**config.mk**
```make
export PLATFORM = sky130hd
export DESIGN_NAME = source_token_scanner
export DESIGN_NICKNAME = d
export VERILOG_FILES = /design/src/rtl/core/stt_pkg.sv /design/src/rtl/core/stt_core.sv /design/src/rtl/core/stt_queue.sv /design/src/rtl/core/source_token_scanner.sv
export SDC_FILE = /design/constraint.sdc
export NUM_CORES = 1
export LEC_CHECK = 0
export ABC_AREA = 1
export BUFFER_PORTS_ARGS = -buffer_cell sky130_fd_sc_hd__buf_4
export CORE_AREA = 2 2 128 130
export CTS_BUF_LIST = sky130_fd_sc_hd__clkbuf_4 sky130_fd_sc_hd__clkbuf_8 sky130_fd_sc_hd__clkbuf_16
export CTS_CLUSTER_DIAMETER = 30
export CTS_CLUSTER_SIZE = 10
export DETAILED_ROUTE_END_ITERATION = 8
export DIE_AREA = 0 0 130 132
export GPL_TIMING_DRIVEN = 1
export PLACE_DENSITY_LB_ADDON = 0.25
export SLEW_MARGIN = 15
export SYNTH_ARGS = -nofsm -noshare
export SYNTH_HDL_FRONTEND = slang
export SYNTH_HIERARCHICAL = 1
export SYNTH_SLANG_ARGS = --single-unit
```
**constraint.sdc**
```tcl
create_clock -name i_clk -period 6.7 [get_ports i_clk]
set_input_delay 1.34 -clock i_clk [delete_from_list [all_inputs] [get_ports i_clk]]
set_output_delay 1.34 -clock i_clk [all_outputs]
set_load 0.03 [all_outputs]
```
**src/rtl/core/stt_pkg.sv**
```systemverilog
// Package for the source token scanner: scan modes, result and state types,
// character class helpers and the per-character scan function.
// No dependencies.
package stt_pkg;

    localparam int LINE_LENGTH_DEF = 256;

    localparam logic [2:0] MODE_IDLE = 3'd0;
    localparam logic [2:0] MODE_DEC  = 3'd1;
    localparam logic [2:0] MODE_HEX0 = 3'd2;
    localparam logic [2:0] MODE_HEXX = 3'd3;
    localparam logic [2:0] MODE_HEXD = 3'd4;
    localparam logic [2:0] MODE_SUF  = 3'd5;
    localparam logic [2:0] MODE_WORD = 3'd6;
    localparam logic [2:0] MODE_OP   = 3'd7;

    localparam logic [1:0] CLS_NUMBER = 2'd0;
    localparam logic [1:0] CLS_TEXT   = 2'd1;
    localparam logic [1:0] CLS_FUNC   = 2'd2;
    localparam logic [1:0] CLS_TYPE   = 2'd3;

    typedef struct packed {
        logic [2:0] mode;
        logic [7:0] start;
        logic       first_cap;
    } t_scan;

    typedef struct packed {
        logic [7:0] token_start;
        logic [8:0] token_end;
        logic [1:0] token_class;
        logic       is_operator;
        logic       last_of_line;
    } t_result;

    typedef struct packed {
        t_scan   st;
        logic    emit;
        t_result res;
    } t_exam;

    typedef struct packed {
        logic [1:0] count;
        t_result    res0;
        t_result    res1;
    } t_push;

    function automatic logic is_numeral(logic [7:0] c);
        return (c >= "0") && (c <= "9");
    endfunction

    function automatic logic is_upper(logic [7:0] c);
        return (c >= "A") && (c <= "Z");
    endfunction

    function automatic logic is_alpha(logic [7:0] c);
        return is_upper(c) || ((c >= "a") && (c <= "z"));
    endfunction

    function automatic logic is_xdigit(logic [7:0] c);
        return is_numeral(c) || ((c >= "a") && (c <= "f")) || ((c >= "A") && (c <= "F"));
    endfunction

    function automatic logic is_punct(logic [7:0] c);
        return (c >= 8'd33) && (c <= 8'd126) && !is_alpha(c) && !is_numeral(c);
    endfunction

    function automatic logic is_suffix(logic [7:0] c);
        return (c == "f") || (c == "F") || (c == "u") || (c == "U") ||
               (c == "l") || (c == "L");
    endfunction

    function automatic logic op_pair(logic [7:0] a, logic [7:0] b);
        return ((a == "=") && ((b == "=") || (b == ">"))) ||
               ((a == "!") && (b == "=")) ||
               ((a == "<") && ((b == "=") || (b == "<") || (b == ">"))) ||
               ((a == ">") && ((b == "=") || (b == ">"))) ||
               ((a == "&") && (b == "&")) ||
               ((a == "|") && (b == "|")) ||
               ((a == "+") && (b == "+")) ||
               ((a == "-") && ((b == "-") || (b == ">"))) ||
               ((a == ":") && (b == ":")) ||
               ((a == ".") && (b == "."));
    endfunction

    // Examine character h with lookahead c at line index idx8 (end9 = idx + 1).
    function automatic t_exam scan_examine(t_scan st, logic [7:0] h, logic [7:0] c,
                                           logic have_c, logic [7:0] idx8,
                                           logic [8:0] end9, logic cap_type);
        t_exam      e;
        logic [2:0] m;
        logic [2:0] nx;
        logic       go;
        e      = '0;
        e.st   = st;
        m      = st.mode;
        go     = 1'b1;
        nx     = MODE_IDLE;
        if (m == MODE_IDLE) begin
            e.st.start = idx8;
            if (is_numeral(h) || ((h == ".") && have_c && is_numeral(c))) begin
                m = ((h == "0") && have_c && ((c == "x") || (c == "X"))) ? MODE_HEX0
                                                                          : MODE_DEC;
            end else if (is_alpha(h) || (h == "_")) begin
                m = MODE_WORD;
                e.st.first_cap = is_upper(h);
            end else if (is_punct(h)) begin
                m = MODE_OP;
            end else begin
                go = 1'b0;
            end
        end
        case (m)
            MODE_IDLE: nx = MODE_IDLE;
            MODE_DEC: begin
                if (is_numeral(c) || (c == ".") || (c == "_") || (c == "e") || (c == "E") ||
                    (((c == "+") || (c == "-")) && ((h == "e") || (h == "E"))))
                    nx = MODE_DEC;
                else if (is_suffix(c))
                    nx = MODE_SUF;
            end
            MODE_HEX0: nx = MODE_HEXX;
            MODE_HEXX, MODE_HEXD: begin
                if (is_xdigit(c))
                    nx = MODE_HEXD;
                else if (is_suffix(c))
                    nx = MODE_SUF;
            end
            MODE_SUF: begin
                if (is_suffix(c))
                    nx = MODE_SUF;
            end
            MODE_WORD: begin
                if (is_alpha(c) || is_numeral(c) || (c == "_"))
                    nx = MODE_WORD;
            end
            default: begin
                if (op_pair(h, c))
                    nx = MODE_OP;
            end
        endcase
        if (!have_c)
            nx = MODE_IDLE;
        if (go) begin
            e.st.mode = nx;
            if (nx == MODE_IDLE) begin
                e.emit              = 1'b1;
                e.res.token_start   = e.st.start;
                e.res.token_end     = end9;
                e.res.token_class   = CLS_NUMBER;
                e.res.is_operator   = 1'b0;
                e.res.last_of_line  = 1'b0;
                if (m == MODE_OP) begin
                    e.res.is_operator = 1'b1;
                end else if (m == MODE_WORD) begin
                    if (have_c && (c == "("))
                        e.res.token_class = CLS_FUNC;
                    else if (e.st.first_cap && cap_type)
                        e.res.token_class = CLS_TYPE;
                    else
                        e.res.token_class = CLS_TEXT;
                end
            end
        end
        return e;
    endfunction

endpackage

```
**src/rtl/core/stt_core.sv**
```systemverilog
// Scanner state and per-item token logic: held character, line position,
// scan mode; produces up to two results per item. Depends on stt_pkg.
module stt_core #(
    parameter int LINE_LENGTH = stt_pkg::LINE_LENGTH_DEF
) (
    input  logic          i_clk,
    input  logic          i_rst_n,
    input  logic          i_accept,
    input  logic [7:0]    i_char_code,
    input  logic          i_line_end,
    input  logic          i_cap_type,
    output stt_pkg::t_push o_push
);
    import stt_pkg::*;

    localparam int PW = $clog2(LINE_LENGTH);
    localparam logic [PW-1:0] LAST_POS = PW'(LINE_LENGTH - 1);

    t_scan         r_st, n_st;
    logic [PW-1:0] r_pos, n_pos;
    logic [7:0]    r_held, n_held;
    logic          r_held_v, n_held_v;

    logic          last;
    logic [PW-1:0] idx_h;
    logic [PW+8:0] ext_h, ext_c;
    logic [8:0]    idx9_h, idx9_c;
    t_exam         e1, e2;
    t_push         push;

    always_comb begin
        last   = i_line_end || (r_pos >= LAST_POS);
        idx_h  = r_pos - PW'(1);
        ext_h  = {9'd0, idx_h};
        ext_c  = {9'd0, r_pos};
        idx9_h = ext_h[8:0];
        idx9_c = ext_c[8:0];

        if (r_held_v)
            e1 = scan_examine(r_st, r_held, i_char_code, 1'b1, idx9_h[7:0],
                              9'(idx9_h + 9'd1), i_cap_type);
        else begin
            e1      = '0;
            e1.st   = r_st;
        end
        e2 = scan_examine(e1.st, i_char_code, 8'd0, 1'b0, idx9_c[7:0],
                          9'(idx9_c + 9'd1), i_cap_type);

        push      = '0;
        push.res0 = e1.emit ? e1.res : e2.res;
        push.res1 = e2.res;
        if (last) begin
            push.count = 2'(e1.emit) + 2'(e2.emit);
            if (e2.emit) begin
                push.res0.last_of_line = !e1.emit;
                push.res1.last_of_line = 1'b1;
            end else begin
                push.res0.last_of_line = 1'b1;
            end
        end else begin
            push.count = 2'(e1.emit);
        end
        if (!i_accept)
            push.count = 2'd0;

        n_st     = r_st;
        n_pos    = r_pos;
        n_held   = r_held;
        n_held_v = r_held_v;
        if (i_accept) begin
            if (last) begin
                n_st      = e2.st;
                n_st.mode = MODE_IDLE;
                n_pos     = '0;
                n_held    = 8'd0;
                n_held_v  = 1'b0;
            end else begin
                n_st     = e1.st;
                n_pos    = r_pos + PW'(1);
                n_held   = i_char_code;
                n_held_v = 1'b1;
            end
        end
    end

    always_ff @(posedge i_clk) begin
        if (!i_rst_n) begin
            r_st     <= '0;
            r_pos    <= '0;
            r_held   <= 8'd0;
            r_held_v <= 1'b0;
        end else begin
            r_st     <= n_st;
            r_pos    <= n_pos;
            r_held   <= n_held;
            r_held_v <= n_held_v;
        end
    end

    assign o_push = push;

endmodule

```
**src/rtl/core/stt_queue.sv**
```systemverilog
// Four-entry result queue: takes up to two results a cycle, hands out one.
// Depends on stt_pkg.
module stt_queue (
    input  logic             i_clk,
    input  logic             i_rst_n,
    input  stt_pkg::t_push   i_push,
    input  logic             i_pop,
    output logic             o_full,
    output logic             o_valid,
    output stt_pkg::t_result o_head
);
    import stt_pkg::*;

    t_result    r_mem [4];
    logic [1:0] r_wp, n_wp;
    logic [1:0] r_rp, n_rp;
    logic [2:0] r_cnt, n_cnt;
    logic [1:0] wp1;

    always_comb begin
        wp1   = r_wp + 2'd1;
        n_wp  = r_wp + i_push.count;
        n_rp  = i_pop ? (r_rp + 2'd1) : r_rp;
        n_cnt = 3'(r_cnt + 3'(i_push.count) - 3'(i_pop));
    end

    always_ff @(posedge i_clk) begin
        if (i_push.count != 2'd0)
            r_mem[r_wp] <= i_push.res0;
        if (i_push.count == 2'd2)
            r_mem[wp1] <= i_push.res1;
    end

    always_ff @(posedge i_clk) begin
        if (!i_rst_n) begin
            r_wp  <= 2'd0;
            r_rp  <= 2'd0;
            r_cnt <= 3'd0;
        end else begin
            r_wp  <= n_wp;
            r_rp  <= n_rp;
            r_cnt <= n_cnt;
        end
    end

    // room for two results must exist before an item is taken
    assign o_full  = r_cnt > 3'd2;
    assign o_valid = r_cnt != 3'd0;
    assign o_head  = r_mem[r_rp];

endmodule

```
**src/rtl/core/source_token_scanner.sv**
```systemverilog
// Top level of the source token scanner: config register, scanner core and
// result queue. Depends on stt_pkg, stt_core, stt_queue.
//
//   channel | direction | handshake              | payload
//   cfg     | in        | i_cfg_valid/o_cfg_ready | i_cfg_data (capital_is_type)
//   in      | in        | i_in_valid/o_in_stall   | i_char_code, i_line_end
//   out     | out       | o_out_valid/i_out_stall | o_token_*, o_is_operator, o_last_of_line
//
// One item per cycle while o_in_stall is low; results are registered into a
// four-entry queue. An item yields zero, one or two results; the output side
// moves one result per cycle while i_out_stall is low, so two-result items can hold off input via o_in_stall.
// Synchronous active-low reset clears position, scan mode and the queue.
module source_token_scanner #(
    parameter int LINE_LENGTH = stt_pkg::LINE_LENGTH_DEF
) (
    input  logic       i_clk,
    input  logic       i_rst_n,
    input  logic       i_cfg_valid,
    output logic       o_cfg_ready,
    input  logic       i_cfg_data,
    input  logic       i_in_valid,
    output logic       o_in_stall,
    input  logic [7:0] i_char_code,
    input  logic       i_line_end,
    output logic       o_out_valid,
    input  logic       i_out_stall,
    output logic [7:0] o_token_start,
    output logic [8:0] o_token_end,
    output logic [1:0] o_token_class,
    output logic       o_is_operator,
    output logic       o_last_of_line
);
    import stt_pkg::*;

    logic    r_cap_type;
    logic    full;
    logic    accept;
    logic    pop;
    t_push   push;
    t_result head;

    always_ff @(posedge i_clk) begin
        if (!i_rst_n) begin
            r_cap_type <= 1'b0;
        end else if (i_cfg_valid) begin
            r_cap_type <= i_cfg_data;
        end
    end

    assign o_cfg_ready = 1'b1;
    assign o_in_stall  = full;
    assign accept      = i_in_valid && !full;
    assign pop         = o_out_valid && !i_out_stall;

    stt_core #(
        .LINE_LENGTH(LINE_LENGTH)
    ) u_core (
        .i_clk      (i_clk),
        .i_rst_n    (i_rst_n),
        .i_accept   (accept),
        .i_char_code(i_char_code),
        .i_line_end (i_line_end),
        .i_cap_type (r_cap_type),
        .o_push     (push)
    );

    stt_queue u_queue (
        .i_clk  (i_clk),
        .i_rst_n(i_rst_n),
        .i_push (push),
        .i_pop  (pop),
        .o_full (full),
        .o_valid(o_out_valid),
        .o_head (head)
    );

    assign o_token_start  = head.token_start;
    assign o_token_end    = head.token_end;
    assign o_token_class  = head.token_class;
    assign o_is_operator  = head.is_operator;
    assign o_last_of_line = head.last_of_line;

endmodule

```
* After elaboration in Yosys (flattened, before gate mapping)
Memory sizes are Yosys's and may differ from the RTL's. A register that Yosys moved wholly into a read port is not among the register bits.
Index checks and enable logic that the tools add are counted.
** Storage, ports and cells
- Flip-flop bits (word level) :: 37
- Bits in writable memories :: 84
- Output and inout bits :: 24
- Word-level logic and storage cells :: 231
- Memories :: 1
** Memories
- u_queue.r_mem :: words 4, width 21, rd ports 1, clocked after memory_dff 1, wr ports 2, line stt_queue.sv:14 : t_result r_mem [4];
** Operators by class
- $add $sub $neg :: 10
- Magnitude comparators :: 20
- Eq/ne operators :: 45
- Muxes and demuxes :: 64
- Reductions and logical operators :: 81
** Operators by type and width (count)
- $eq 8x6->1 const B :: 19
- $eq 8x7->1 const B :: 16
- $mux 22 :: 3
- $le 8x7->1 const B :: 8
- $mux 3 :: 16
- $logic_or 1x1->1 :: 36
- $mux 34 :: 1
- $ge 8x6->1 const B :: 4
- $ge 8x7->1 const B :: 4
- $logic_and 1x1->1 :: 31
- $mux 9 :: 3
- $mux 1 :: 24
- $mux 2 :: 12
- $mux 21 :: 1
- $add 8x1->9 const B :: 2
- $eq 3x3->1 const B :: 6
- $pmux 3 s6 :: 1
- $le 8x6->1 const B :: 2
- $mux 8 :: 2
- $logic_not 3->1 :: 4
- $mux 12 :: 1
- $add 8x1->8 const B :: 1
- $ge 8x8->1 const B :: 1
- $sub 8x1->8 const B :: 1
- other kinds (13) :: 21

* Depth between registers and ports, before layout
- Word-level depth :: 33
- Gate-level depth with buffers :: 33

* Hierarchy
The synthesis kept the hierarchy.
** By module, submodules not included
- stt_queue :: times used 1, cells an instance 521, area an instance 4865.9 sq um, sequential area each 2702.6 sq um
- stt_core :: times used 1, cells an instance 631, area an instance 3562.2 sq um, sequential area each 580.6 sq um
- source_token_scanner :: times used 1, cells an instance 12, area an instance 67.6 sq um, sequential area each 20.0 sq um

* Worst setup path before layout
Ideal clock, no wire load.
- Path type :: input -> register
- Start :: input port i_char_code[1]
- End :: memory u_queue/r_mem[1][0] (netlist name) (enable)
- Setup time :: 0.378 ns
- Arrival time :: 4.879 ns
- Data required time :: 6.322 ns
- Setup slack :: 1.444 ns
- Cell stages on the path :: 23
- Cells stage by stage :: buf_2 > o21ai_1 > nand2_1 > o21a_2 > nand2_1 > nand2_2 > nand2_2 > nand2_4 > nand3_1 > nand2_1 > nor2_2 > nand3_2 > nor3_2 > o21ai_2 > nor2_4 > buf_4 > ha_1 > nor3b_1 > inv_2 > nor2_4 > nand2_4 > buf_6 > nand2_1
** RTL lines
- start: declaration :: line source_token_scanner.sv:23 : input logic [7:0] i_char_code,
- end: declaration :: line stt_queue.sv:14

==> reports/results.ini <==
[min_path]
hold_start = u_core/r_st[11]
min_path_type = flip-flop to flip-flop

[sta]
min_period_ns = 5.30
tightest_slew_ns = 0.775
period_share = 0.791
final_hold_viol_count = 0
setup_violations = 0
fmax_mhz = 189
skew_ns = 0.0118
slew_headroom = 0.480
rsz0062_at_grt = no
setup_slack_ns = 1.40
holdWs_ns = 0.472
slew_violations = 0
setup-tns-final_ns = 0

[clock_network]
ctsResizeCount = 0
clock-sinks = 123
cts_made_buffers = 17
cts.htree.levels = 4
cts_tree = done
cts_hold_buf = 0
clk_pin_slew_ns = 0.06
clockRootBuffer = clkbuf_16
clk_path_buf_depth = 2
clk_latency_ns = 0.43
cts_setup_buffers = 0

[synthesis]
synthCells = 1164
synth_mux_area_frac = 0
synth_top_family_by_area = simple AND/OR/NAND/NOR gates
ys_types = 54
yosysSeqAreaShare = 0.389
synth_area_leaders = edfxtp_1 (30%), nand2_1 (14%), dfxtp_1 (9.2%), inv_1 (6.7%), a21oi_1 (4.4%)
synthXorXnorAreaFrac = 0.0165
synth-simple-area-share = 0.270
synth_ff_type = edfxtp_1
synth-async-reset-ratio = 0
syn_avg_cell_area_sq_um = 7.30
synth_fa_ha_area_frac = 0.0141
synth_area_sq_mm = 0.00850
synth-edff-count = 84
synth_compound_area_frac = 0.191
synth_top_area_cell = edfxtp_1
yosysWarnings = 6
syn_nets = 1188
yosys_register_bits = 123
synth_top_area_frac = 0.297

[run]
drv_cap = 0

[detailed_routing]
routed_wl_mm = 20.7
viasPerCell = 5.33
wl_per_cell_microns = 14.8
drc = 0
ant_nets = 0
firstDrtPassIters = 6
num_vias = 7460
first_iter_violations = 810

[placed_design]
dp.cells = 1368
hpwl_mm = 15.7
gp_congestion = 0.958
portBuffers = 37
dp_slack_ns = 1.01

[power_and_ir_drop]
p_clk_frac = 0.322
combPwrFrac = 0.349
peakVddDrop_mv = 0.177
p_int_w = 0.00172
p_leak_nw = 3.77
netSwitchingFraction = 0.375
p_per_area_mw_per_mm2 = 296
power.switching_w = 0.00103
p_seq_frac = 0.330

[finish]
final_cell_mix = nand2_1 (309), inv_1 (151), edfxtp_1 (84)
final_nets = 1195
syn2layout_area_growth_pct = 9.40
stdcell_count = 1400
antenna_cells = 0
nFillCells = 1484
final_common_cell = nand2_1
drive_gt1_frac = 0.151

[critical_path]
critPathRequiredTime_ns = 6.79
crit_path_start = i_char_code[1]
path_class = input port to flip-flop
crit_fanout = 43
rr_startpoint = u_core/r_held[4]
crit_path_start_kind = input port
crit_arrival_ns = 5.39
end_kind = flip-flop

[global_route]
grt_pass1_wl_mm = 33.1
grt_remaining_overflow = 0
first_global_vias = 6672
groute.usage.overall = 0.247
grt_antenna_before_repair = 0
gr-usage-met3 = 0.0524
grt_max_degree = 85
grt_util_met1 = 0.343
grt-busiest-layer = met2
grtUsageMet2 = 0.380

[die]
die_y_microns = 132
io_pins = 39
design.core.area_sq_mm = 0.0157
fp.dieArea_sq_mm = 0.0172
die_w_microns = 130
initial_core_util = 0.541
rows = 46

[outcome]
outcome = finished, final reports clean

==> cell type report <==
cell class	instances	area, sq um	area share
Sequential cell	123	3300	0.356
Clock buffer	17	425	0.0458
Clock inverter	15	150	0.0162
Timing Repair Buffer	45	338	0.0363
Inverter	167	629	0.0677
Tap cell	216	270	0.0291
Multi-Input combinational cell	817	4180	0.449
==> final timing paths <==
check / slack, ns / cells past startpoint / to
worst max-delay path: 1.40 / 22 / u_queue/r_mem[2][2]
worst min-delay path: 0.47 / 2 / u_core/r_st[11]
worst max register to register: 1.81 / 25 / u_queue/r_mem[2][2]
worst min register to register: 0.47 / 2 / u_core/r_st[11]
==> kinds of logic after synthesis <==
group	after synthesis
AND/OR/NAND/NOR	515
AO/OA/AOI/OAI	276
buffers and inverters	224
flip-flops	123
XOR/XNOR	16
adder cells (fa/ha/maj)	9
other	1
==> worst max-delay path, cell delays in order <==
cell and delay [ns]:
buf_4 0.14, o21ai_1 0.28, nand2_1 0.16, o21a_2 0.26
nand2_1 0.08, nand2_2 0.06, nand2_2 0.08, nand2_4 0.08
nand3_1 0.11, nand2_1 0.09, nor2_2 0.12, nand3_2 0.10
nor3_2 0.19, o21ai_2 0.14, nor2_4 0.29, ha_1 0.20
nor3b_1 0.49, inv_2 0.13, nor2_4 0.25, nand2_4 0.32
nand2_1 0.17, buf_4 0.31
==> Yosys cell counts (all sizes together) (2+ instances only) <==
master	count
nand2	330
inv	164
o21ai	155
nor2	103
edfxtp	84
a21oi	78
nand3	49
buf	39
dfxtp	39
o211ai	23
clkbuf	18
nand4	14
xor2	9
ha	8
xnor2	7
nor4	6
nor3	5
o22ai	4
and2	3
clkinv	3
o31ai	3
a211oi	2
a41oi	2
o21bai	2
or2	2
==> sequential cells by signal, summed over array words and instances (netlist names), named ones only <==
name / cells
u_queue/r_rp: 2
u_queue/r_cnt: 3
u_core/r_st: 12
u_queue/r_mem: 84
u_core/r_pos: 8
u_core/r_held: 8
u_core/r_held_v: 1
u_queue/r_wp: 2
r_cap_type: 1
==> per-layer routing <==
layer  vias to the layer above  part of all wire
li1                       3848                 -
met1                      3348              0.45
met2                       223              0.47
met3                        41             0.049
met4                         0             0.030
met5                         -                 0
==> power groups by stage <==
stage               clock [W]  combinational [W]  sequential (W)
floorplan                   0           0.000713        0.000906
global placement            0           0.000946        0.000920
detailed placement          0           0.000953        0.000921
CTS                  0.000898           0.000959        0.000905
global route         0.000935            0.00106        0.000912
finish               0.000885           0.000958        0.000906
==> stage by stage <==
step                 util  instance area [sq um]  power [W]
floorplan               -                   8500    0.00162
global route        0.591                   9290    0.00291
detailed placement  0.555                   8720    0.00187
CTS                 0.591                   9290    0.00276
finish              0.591                   9290    0.00275
global placement    0.555                   8720    0.00187
Power figures use the tool's default switching activity.
